File: src/rtl/jls_pkg.sv
// Shared codes, widths and control bundles of the Jacobi solver.
package jls_pkg;

    localparam int DATA_W = 32;
    localparam int ITER_W = 8;

    // Commands carried on the input tuser
    localparam logic [1:0] ACT_LOAD_A = 2'd0;
    localparam logic [1:0] ACT_LOAD_B = 2'd1;
    localparam logic [1:0] ACT_SOLVE  = 2'd2;
    localparam logic [1:0] ACT_READ   = 2'd3;

    // Result kinds carried on the output tuser
    localparam logic [1:0] ST_READ      = 2'd0;
    localparam logic [1:0] ST_CONVERGED = 2'd1;
    localparam logic [1:0] ST_LIMIT     = 2'd2;
    localparam logic [1:0] ST_ZERO_DIAG = 2'd3;

    // Register indexes on the APB port
    localparam logic [1:0] REG_SIZE  = 2'd0;
    localparam logic [1:0] REG_MAXIT = 2'd1;
    localparam logic [1:0] REG_TOL   = 2'd2;

    typedef struct packed {
        logic wr_a;
        logic wr_b;
        logic rd;
    } stctl_t;

    typedef struct packed {
        logic clear;
        logic wr;
        logic rd;
    } xctl_t;

endpackage

File: src/rtl/jls_xbank.sv
// Ping-pong memory for the old and new solution vectors, with per-entry valid bits.
module jls_xbank
    import jls_pkg::*;
#(
    parameter int IW = 5
)
(
    input  logic              clk,
    input  logic              rst_n,
    input  xctl_t             ctl,
    input  logic [IW:0]       waddr,
    input  logic [DATA_W-1:0] wdata,
    input  logic [IW:0]       raddr,
    output logic [DATA_W-1:0] rdata
);

    localparam int DEPTH = 2 << IW;

    logic [DATA_W-1:0] x_mem [0:DEPTH-1];
    logic [DEPTH-1:0]  valid_reg;
    logic [DATA_W-1:0] rdata_reg;
    logic              rvalid_reg;

    always_ff @(posedge clk or negedge rst_n)
    begin
        if (!rst_n)
        begin
            valid_reg  <= '0;
            rvalid_reg <= 1'b0;
        end
        else
        begin
            if (ctl.clear)
            begin
                valid_reg <= '0;
            end
            else if (ctl.wr)
            begin
                valid_reg[waddr] <= 1'b1;
            end
            if (ctl.rd)
            begin
                rvalid_reg <= valid_reg[raddr];
            end
        end
    end

    always_ff @(posedge clk)
    begin
        if (ctl.wr)
        begin
            x_mem[waddr] <= wdata;
        end
        if (ctl.rd)
        begin
            rdata_reg <= x_mem[raddr];
        end
    end

    // Unwritten entries read as zero
    assign rdata = rvalid_reg ? rdata_reg : '0;

endmodule

File: config.mk
export PLATFORM = sky130hd
export DESIGN_NAME = jls_xbank
export DESIGN_NICKNAME = d
export VERILOG_FILES = /design/src/rtl/jls_pkg.sv /design/src/rtl/jls_xbank.sv
export SDC_FILE = /design/constraint.sdc
export NUM_CORES = 2
export LEC_CHECK = 0
export BUFFER_PORTS_ARGS = -buffer_cell sky130_fd_sc_hd__buf_2
export CAP_MARGIN = 20
export CORE_ASPECT_RATIO = 2
export CORE_MARGIN = 8
export CORE_UTILIZATION = 63
export CTS_CLUSTER_DIAMETER = 30
export DETAILED_ROUTE_END_ITERATION = 6
export PLACE_DENSITY = 0.78
export SLEW_MARGIN = 20
export SYNTH_ARGS = -nofsm -noshare
export SYNTH_HDL_FRONTEND = slang
export SYNTH_SLANG_ARGS = --single-unit
File: constraint.sdc
create_clock -name clk -period 2.5 [get_ports clk]
set_input_delay 0.375 -clock clk [delete_from_list [all_inputs] [get_ports clk]]
set_output_delay 0.375 -clock clk [all_outputs]
set_load 0.005 [all_outputs]
==> results.rst <==
.. list-table::
   :header-rows: 1

   * - Metric
     - Value
   * - Clock tree from TritonCTS
     - yes
   * - Clock transition time at the flip-flop clock pins of the worst setup and hold paths
     - 0.07 ns
   * - Number of antenna violations at the first check in global routing
     - 12
   * - Synth Instances
     - roughly 3.4k
   * - Main area contributors after synthesis
     - sky130_fd_sc_hd__edfxtp_1, sky130_fd_sc_hd__mux4_2, sky130_fd_sc_hd__dfrtp_1
   * - Normalized max-slew margin
     - 25.5%
   * - Area grow syn2layout
     - 16.1%
   * - Placed cells
     - 5364
   * - Arrival time of the worst setup path
     - 3.00 ns
   * - Initial drt markers
     - 6501
   * - Global routing usage summed across all routing layers
     - between 30 and 40%
   * - Net Count, Synth
     - roughly 3.5k
   * - Period minus WS final
     - approximately 2.5 ns
   * - Run status
     - completed
   * - Layout cell share with drive strength beyond 1
     - 36.3%
   * - DIE WIDTH
     - 271 microns
   * - Proportion of synthesized flip-flops having asynchronous set or reset
     - 3.03%
   * - Sequential share of the synthesized area
     - 78.4%
   * - Pin slew with the least headroom to its limit
     - 1.12 ns
   * - Critical-path cell list
     - buf_8 > buf_12 > buf_4 > mux4_2 > mux4_2 > a22oi_1 > nand2_1
   * - RSZ-0062 raised after global routing
     - no
   * - Final Hold Violating Endpoints
     - 0
   * - Clock tree sinks
     - 2145
   * - Reg-to-Reg Start
     - x_mem[29][28]
   * - Die area
     - 142000 sq um
   * - Util after Layout
     - 73.4%
   * - Reported max-cap violation count
     - 0
   * - Overall power
     - 74.5 mW
   * - Yosys warns
     - 0
   * - Number of port buffers
     - 80
   * - Ratio of routed vias to standard cells
     - around 7.4
   * - Capturing element type of the critical path
     - flop
   * - Required time worst endpoint
     - around 3.0 ns
   * - Worst clock skew
     - about 0.03 ns
   * - Hold path start
     - wdata[7]
   * - Final setup viols
     - 0
   * - Cell taking the most area after synthesis
     - sky130_fd_sc_hd__edfxtp_1
   * - Fin cells
     - 5722
   * - Count of filler cells inserted in the layout
     - 6545
   * - Worst hold path type
     - in -> reg
   * - GRT Residual Overflow
     - 0
   * - Vert. Die Dim
     - 525 microns
   * - Clock Latency Late Sink
     - approximately 0.82 ns
   * - Maximum fanout along the worst path
     - 23
   * - Average wire per cell in the routed design
     - 42.0 microns
   * - Pin count of the biggest net entering global routing
     - 65
   * - Site row count
     - 187
   * - Largest buffer count on any clock path
     - 3
   * - EDFF count, synth
     - 2080
   * - Number of unique standard cell types used by synthesis
     - 33
   * - Mean post-synth cell area
     - 24.0 sq um
   * - Core region area
     - 129000 sq um
   * - Pre-antenna DRT Iters
     - 5
   * - Pins over their slew limit
     - 0
   * - Clock tree root buffer cell
     - sky130_fd_sc_hd__clkbuf_16
   * - Wire length of the first global-routing pass
     - 334000 microns
   * - Number of remaining DRC errors
     - 0
   * - Top-area cell type share of the netlist area
     - 76.4%
   * - Maximum clock frequency
     - roughly 0.40 GHz
   * - Total Negative Setup Slacks
     - 0 ns
   * - Cell with the most instances on the worst path
     - sky130_fd_sc_hd__mux4_2
   * - Final period util
     - 99.0%
   * - Cell Pwr Density
     - 785 nW/um^2
   * - Hpwl dp
     - between 100000 and 150000 microns
   * - Crit path max-delay cell type
     - sky130_fd_sc_hd__a22oi_1
   * - Leak pwr
     - 30.4 nW
   * - Classification of the worst setup path
     - in -> reg
   * - Maximum ir drop on the vdd rail
     - 869 uV
   * - Starting Density
     - 63.2%
   * - Final #Nets
     - 3904
   * - Slowest Stage Delay on Critical Path
     - roughly 0.62 ns
   * - Post-synthesis instance area
     - roughly 82000 sq um
   * - Worst Setup SP
     - raddr[0]
   * - Final weighted congestion of routability-driven global placement
     - 0.908
   * - Total clock buffers created by CTS
     - 188
   * - Count of boundary I/O pins
     - 81
   * - Most used flip-flop cell after synthesis
     - sky130_fd_sc_hd__edfxtp_1
   * - #FFs+latches synth
     - 2145
   * - Detailed-route wire length
     - 241000 microns
   * - Total via count in the routed design
     - 42.2k
   * - Worst hold slack after final layout
     - 0.0359 ns
   * - Largest register FFs
     - 2048
   * - Startpoint kind of the worst setup timing path
     - input port
   * - Depth of the CTS H-tree
     - 4
   * - Number of routed nets with antenna violations
     - 0
   * - Via count of the first global-routing pass
     - around 44k
==> cells in the mapped netlist, drive strengths merged, types with 5 or more instances <==
library cell / n
a211oi: 13
a21oi: 13
a22oi: 50
a31oi: 6
and2: 37
buf: 100
clkbuf: 82
dfrtp: 65
edfxtp: 2080
mux2: 5
mux2i: 24
mux4: 641
nand2: 47
nand2b: 5
nand3: 11
nor2: 193
nor2b: 11
nor3: 7
o22ai: 5
==> cell type report <==
| class | instances | area (sq um) | area share (%) |
|---|---|---|---|
| flip-flops and latches | 2145 | 64100 | 67.5 |
| multi-input cells | 1082 | 17300 | 18.2 |
| clock buffers | 217 | 4970 | 5.24 |
| repair buffers | 436 | 4940 | 5.21 |
| well taps | 1701 | 2130 | 2.24 |
| clock inverters | 132 | 1460 | 1.53 |
| diodes | 7 | 17.5 | 0.0185 |
| inverters | 2 | 7.51 | 0.00791 |
==> layer usage <==
layer	vias to the layer above	GRT usage (%)	part of all wire, %
met5	-	0	0.027
met4	10	25.8	9.7
met3	1043	6.46	9.6
met2	3850	57.6	51
met1	21800	37.8	30
li1	15500	-	-
==> power breakdown <==
part,switching (mW),internal (mW)
clock,13.7,16.7
sequential,0.164,39.7
combinational,2.44,1.73
==> cells by family (layout without fill, tap and decap cells) <==
logic type	after synthesis	in the layout	synth area share (%)
other	0	7	0
multiplexers	670	670	18.0
AO/OA/AOI/OAI	94	94	0.821
flip-flops	2145	2145	78.4
AND/OR/NAND/NOR	318	318	1.68
buffers and inverters	184	787	1.07
==> final timing paths <==
path | end | slack [ns] | cells past startpoint
worst max-delay path | rdata_reg[28] | 0.02 | 7
worst min-delay path | x_mem[63][7] | 0.04 | 2
worst max register to register | rdata_reg[28] | 0.04 | 4
worst min register to register | valid_reg[60] | 0.50 | 2
max in group asynchronous | rvalid_reg | 1.51 | 3
min in group asynchronous | valid_reg[34] | 0.20 | 2
==> placed cells by master (no fill, tap or decap), types with 24 or more instances in the layout <==
cell / synthesis / routed
sky130_fd_sc_hd__buf_4: 14 / 209
sky130_fd_sc_hd__edfxtp_1: 2080 / 2080
sky130_fd_sc_hd__buf_12: 0 / 146
sky130_fd_sc_hd__dfrtp_1: 65 / 64
sky130_fd_sc_hd__mux4_2: 641 / 641
sky130_fd_sc_hd__a22oi_1: 50 / 49
sky130_fd_sc_hd__mux2i_1: 24 / 24
sky130_fd_sc_hd__and2_1: 37 / 37
sky130_fd_sc_hd__nor2_4: 0 / 59
sky130_fd_sc_hd__nand2_1: 47 / 47
sky130_fd_sc_hd__nor2_1: 193 / 133
sky130_fd_sc_hd__clkbuf_16: 0 / 195
sky130_fd_sc_hd__buf_2: 66 / 75
==> stage by stage <==
stage               worst slack, ns  area [sq um]
finish                       0.0239         94900
global route                 0.0576         94900
CTS                         0.00395         94900
detailed placement           -0.752         88400
global placement             -0.725         88400
floorplan                    -0.521         81800
==> critical path: cells and delay by family <==
| kind | cells | cell delay, ns |
|---|---|---|
| simple gates | 1 | 0.11 |
| mux | 2 | 1.08 |
| buf+inv | 3 | 0.78 |
| compound gates | 1 | 0.62 |
==> repair_timing <==
item | in CTS | in global routing
resized for setup | 1 | 2
hold buffers | 2 | 0
buffers inserted | 0 | 0
hold endpoints to repair | 33 | 0
setup endpoints to repair | 1 | 20
Note: power is estimated with default switching activity, not from simulation.
