File: src/rtl/jls_pkg.sv
// Shared codes, widths and control bundles of the Jacobi solver.
package jls_pkg;

    localparam int DATA_W = 32;
    localparam int ITER_W = 8;

    // Commands carried on the input tuser
    localparam logic [1:0] ACT_LOAD_A = 2'd0;
    localparam logic [1:0] ACT_LOAD_B = 2'd1;
    localparam logic [1:0] ACT_SOLVE  = 2'd2;
    localparam logic [1:0] ACT_READ   = 2'd3;

    // Result kinds carried on the output tuser
    localparam logic [1:0] ST_READ      = 2'd0;
    localparam logic [1:0] ST_CONVERGED = 2'd1;
    localparam logic [1:0] ST_LIMIT     = 2'd2;
    localparam logic [1:0] ST_ZERO_DIAG = 2'd3;

    // Register indexes on the APB port
    localparam logic [1:0] REG_SIZE  = 2'd0;
    localparam logic [1:0] REG_MAXIT = 2'd1;
    localparam logic [1:0] REG_TOL   = 2'd2;

    typedef struct packed {
        logic wr_a;
        logic wr_b;
        logic rd;
    } stctl_t;

    typedef struct packed {
        logic clear;
        logic wr;
        logic rd;
    } xctl_t;

endpackage

File: src/rtl/jls_div.sv
// Bit-serial signed divider, 64-bit dividend by 32-bit divisor, saturated 32-bit quotient.
module jls_div
    import jls_pkg::*;
(
    input  logic              clk,
    input  logic              rst_n,
    input  logic              start,
    input  logic [63:0]       num,
    input  logic [DATA_W-1:0] den,
    output logic              done,
    output logic [DATA_W-1:0] quot
);

    logic        load_reg;
    logic        run_reg;
    logic        fin_reg;
    logic        done_reg;
    logic [5:0]  cnt_reg;
    logic [63:0] dvd_reg;
    logic [31:0] dsr_reg;
    logic [31:0] rem_reg;
    logic        neg_reg;
    logic [31:0] quot_reg;
    logic [32:0] shifted;
    logic        ge;
    logic [32:0] diff;

    assign shifted = {rem_reg, dvd_reg[63]};
    assign ge      = shifted >= {1'b0, dsr_reg};
    assign diff    = shifted - {1'b0, dsr_reg};

    always_ff @(posedge clk or negedge rst_n)
    begin
        if (!rst_n)
        begin
            load_reg <= 1'b0;
            run_reg  <= 1'b0;
            fin_reg  <= 1'b0;
            done_reg <= 1'b0;
        end
        else
        begin
            done_reg <= 1'b0;
            if (start)
            begin
                load_reg <= 1'b1;
            end
            else if (load_reg)
            begin
                load_reg <= 1'b0;
                run_reg  <= 1'b1;
            end
            else if (run_reg && (cnt_reg == 6'd63))
            begin
                run_reg <= 1'b0;
                fin_reg <= 1'b1;
            end
            else if (fin_reg)
            begin
                fin_reg  <= 1'b0;
                done_reg <= 1'b1;
            end
        end
    end

    always_ff @(posedge clk)
    begin
        if (start)
        begin
            dvd_reg <= num;
            dsr_reg <= den;
        end
        else if (load_reg)
        begin
            // Take magnitudes, remember the quotient sign
            dvd_reg <= dvd_reg[63] ? (~dvd_reg + 64'd1) : dvd_reg;
            dsr_reg <= dsr_reg[31] ? (~dsr_reg + 32'd1) : dsr_reg;
            neg_reg <= dvd_reg[63] ^ dsr_reg[31];
            rem_reg <= '0;
            cnt_reg <= '0;
        end
        else if (run_reg)
        begin
            rem_reg <= ge ? diff[31:0] : shifted[31:0];
            dvd_reg <= {dvd_reg[62:0], ge};
            cnt_reg <= cnt_reg + 6'd1;
        end
        else if (fin_reg)
        begin
            if (!neg_reg)
            begin
                quot_reg <= (|dvd_reg[63:31]) ? 32'h7FFF_FFFF : dvd_reg[31:0];
            end
            else if ((|dvd_reg[63:32]) || (dvd_reg[31] && (|dvd_reg[30:0])))
            begin
                quot_reg <= 32'h8000_0000;
            end
            else
            begin
                quot_reg <= ~dvd_reg[31:0] + 32'd1;
            end
        end
    end

    assign done = done_reg;
    assign quot = quot_reg;

endmodule

File: config.mk
export PLATFORM = sky130hd
export DESIGN_NAME = jls_div
export DESIGN_NICKNAME = d
export VERILOG_FILES = /design/src/rtl/jls_pkg.sv /design/src/rtl/jls_div.sv
export SDC_FILE = /design/constraint.sdc
export NUM_CORES = 1
export LEC_CHECK = 0
export BUFFER_PORTS_ARGS = -buffer_cell sky130_fd_sc_hd__buf_2
export CAP_MARGIN = 20
export CORE_MARGIN = 5
export CORE_UTILIZATION = 60
export CTS_CLUSTER_SIZE = 28
export DETAILED_ROUTE_END_ITERATION = 12
export PLACE_DENSITY_LB_ADDON = 0.1
export SYNTH_ARGS = -nofsm -noshare
export SYNTH_HDL_FRONTEND = slang
export SYNTH_SLANG_ARGS = --single-unit
File: constraint.sdc
create_clock -name clk -period 6.5 [get_ports clk]
set_input_delay 0.325 -clock clk [delete_from_list [all_inputs] [get_ports clk]]
set_output_delay 0.325 -clock clk [all_outputs]
set_load 0.03 [all_outputs]
==> flow_summary.toml <==
[setup_path]
critPathMaxStageDelay_ns = 0.93
r2r-end = "quot[3]$_DFFE_PP_"
start_kind = "register"
end_kind = "register"
path_cells = "inv_1, ha_1, or3b_1, nor3_4, nand4_4, or4_1, nand2_1, and4_1, o21ai_0, a21oi_1"
required_ns = 6.78
timing.rr.start = "dvd_reg[0]$_DFFE_PP_"
critPathKind = "reg -> reg"
crit_fanout = 27
rr_worst_depth = 10
cp_slowest_cell = "and4_1"
rrSetupSlack_ns = 2.51
crit_arrival_ns = 4.27

[grt]
grt_pass1_wl_um = 48060
antenna_found_initial = 0
grtUsageTotal_pct = 26.98
grt_max_degree = 66
grt-ovfl-total = 0
grt_pass1_vias = 9346

[synth]
netlist_top_cells_area = "edfxtp_1 44%, xnor2_1 4.8%, o21ai_0 4.4%, ha_1 3.8%, a22oi_1 3.5%"
yosysWarnings = 0
synth_edf_count = 167
ys_seq_area_share_pct = 44.50
avgSynthCellArea_um2 = 9.562
synth_area_um2 = 11490
synthCells = 1202
synthDistinctLibCells = 68
synthArstFlopShare_pct = 2.339
synth-main-ff-cell = "edfxtp_1"
synth-seq-cells = 171
syn-num-nets = 1337
yosys.area.top_type_share_pct = 43.63
post-synth-top-area-cell = "edfxtp_1"

[sta]
fmax_mhz = 250.6
hold_viol = 0
rsz0062_at_grt = "false"
final.setup.tns_ns = 0
fin_worst_skew_ns = 0.01598
setup_viol = 0
period_share_pct = 61.39
slew_violations = 0
max-slew-margin-rel_pct = 26.64
min_period_ns = 3.990
tightest_slew_ns = 1.100

[routing]
postRouteAntennaNets = 0
vias = 9900
drc = 0
drt_pre_antenna_iters = 5
wire_per_inst_um = 19.38
drt-initial-drc-count = 1031
wl_um = 29830
vias_per_cell = 6.433

[placed_design]
finalWeightedCongestion = 0.8775
hpwlAfterDp_um = 20330
dpl_cell_area_um2 = 12280
numPortBuffers = 131

[floorplanning]
die_x_um = 148.4
die_y_um = 148.4
ios = 132
dieArea_um2 = 22020
initial_core_util_pct = 61.24
core_area_um2 = 18770
rows = 50

[cts]
clk_pin_slew_ns = 0.08
post_cts_buffers = 0
cts_buffers = 17
clock_latency_ns = 0.44
cts-htree-levels = 4
cts-root-buf = "clkbuf_16"
cts_num_sinks = 171
tritoncts = "done"
ctsLongestPathBuffers = 2

[layout]
area_growth_pct = 12.04
final_common_cell = "edfxtp_1"
fillers = 1486
final_util_pct = 68.61
mostFrequentLayoutCells = "167 x edfxtp_1, 130 x buf_2, 105 x nand2_1"
largest_reg_flops = 64
final_nets = 1427
final_area_um2 = 12880
antenna_cells = 0
drive_above_1_share_pct = 15.56

[run_status]
status = "completed"

[pwr]
power_density_nw_per_um2 = 293.5
cellLeakagePower_nw = 5.026
ir_drop_v = 0.0002028

[worst_hold_path]
holdPathEnd = "dsr_reg[11]$_DFFE_PP_"
hp-start = "den[11]"
hp-class = "in -> reg"
holdPathStages = 2

[run]
cap_violations = 0
==> cell usage after synthesis (4+ instances only) <==
| cell type | count |
|---|---|
| nand3_1 | 41 |
| o21ai_1 | 8 |
| or4_4 | 4 |
| nor2_1 | 90 |
| nor3_1 | 27 |
| a32o_1 | 9 |
| edfxtp_1 | 167 |
| o31ai_1 | 7 |
| nand4_1 | 14 |
| nand2_1 | 105 |
| and3_1 | 8 |
| nand2b_1 | 13 |
| or4_1 | 5 |
| nor3_2 | 4 |
| nor2b_1 | 4 |
| or3_1 | 17 |
| o21ai_0 | 101 |
| a221o_1 | 5 |
| ha_1 | 35 |
| mux2i_1 | 24 |
| inv_1 | 58 |
| buf_2 | 8 |
| xor2_1 | 39 |
| a21oi_1 | 76 |
| clkbuf_1 | 64 |
| a211oi_1 | 9 |
| a31oi_1 | 9 |
| a22oi_1 | 53 |
| nor4_1 | 21 |
| a22o_1 | 21 |
| o21bai_1 | 4 |
| dfrtp_1 | 4 |
| a21o_1 | 25 |
| a222oi_1 | 5 |
| or2_2 | 5 |
| xnor2_1 | 63 |
==> worst max path at each step <==
stage / from / end / slack (ns) / cells past startpoint
finish: dvd_reg[0]$_DFFE_PP_ / quot[3]$_DFFE_PP_ / 2.51 / 10
detailed placement: dsr_reg[19]$_DFFE_PP_ / rem_reg[6]$_SDFFCE_PP0P_ / 2.57 / 11
CTS: dsr_reg[19]$_DFFE_PP_ / rem_reg[9]$_SDFFCE_PP0P_ / 2.51 / 11
floorplan: start / dvd_reg[10]$_DFFE_PP_ / 2.08 / 5
global placement: dsr_reg[19]$_DFFE_PP_ / rem_reg[8]$_SDFFCE_PP0P_ / 2.65 / 11
global route: dsr_reg[15]$_DFFE_PP_ / rem_reg[9]$_SDFFCE_PP0P_ / 2.19 / 11
==> kinds of logic after synthesis <==
family | after synthesis | share of synthesized area (%)
simple gates | 379 | 16.95
compound gates | 359 | 20.27
flops | 171 | 44.50
buf+inv | 130 | 4.333
xor+xnor | 102 | 7.773
fa+ha+maj | 36 | 3.984
mux | 25 | 2.188
==> report_power, final <==
part           total [mW]  internal (mW)  leakage (nW)  switching [mW]
logic                1.25          0.534          3.01           0.714
clock network       0.999          0.536         0.272           0.463
registers            1.53           1.39          1.75           0.139
total                3.78           2.46          5.03            1.32
==> area by class of cell <==
| type | instances | area (µm²) | share of cell area (%) |
|---|---|---|---|
| Tap cell | 234 | 292.8 | 2.274 |
| Clock buffer | 18 | 429.2 | 3.333 |
| Clock inverter | 14 | 135.1 | 1.049 |
| Inverter | 58 | 217.7 | 1.691 |
| Sequential cell | 171 | 5115 | 39.72 |
| Timing Repair Buffer | 143 | 763.2 | 5.927 |
| Multi-Input combinational cell | 901 | 5924 | 46.01 |
==> per-layer routing <==
metal,global-route usage [%],up-vias,wire length [µm]
li1,-,4693,-
met3,5.606,44,2847
met5,0,-,0
met1,40.58,4668,13410
met4,7.575,0,565
met2,39.76,495,13000
==> repair_timing <==
item	in CTS	in global routing
resized for setup	0	0
hold buffers	1	0
hold endpoints to repair	4	0
==> critical path, delay by kind of cell, from the launching register on <==
kind            cells  cell delay, ns
simple gates        6            2.56
flops               1            0.41
fa+ha+maj           1            0.24
compound gates      2            0.49
buf+inv             1            0.12
==> through the flow <==
| step | power (mW) | setup slack, ns | cells | hold WS (ns) |
|---|---|---|---|---|
| after floorplan | 2.483 | 2.078 | 1202 | 0.02941 |
| after global placement | 2.753 | 2.649 | 1505 | 0.1434 |
| after detailed placement | 2.778 | 2.565 | 1505 | 0.1433 |
| after CTS | 3.777 | 2.512 | 1538 | 0.1616 |
| after global routing | 4.002 | 2.191 | 1539 | 0.1552 |
| final | 3.780 | 2.510 | 1539 | 0.1714 |
(Power assumes the default switching activity.)
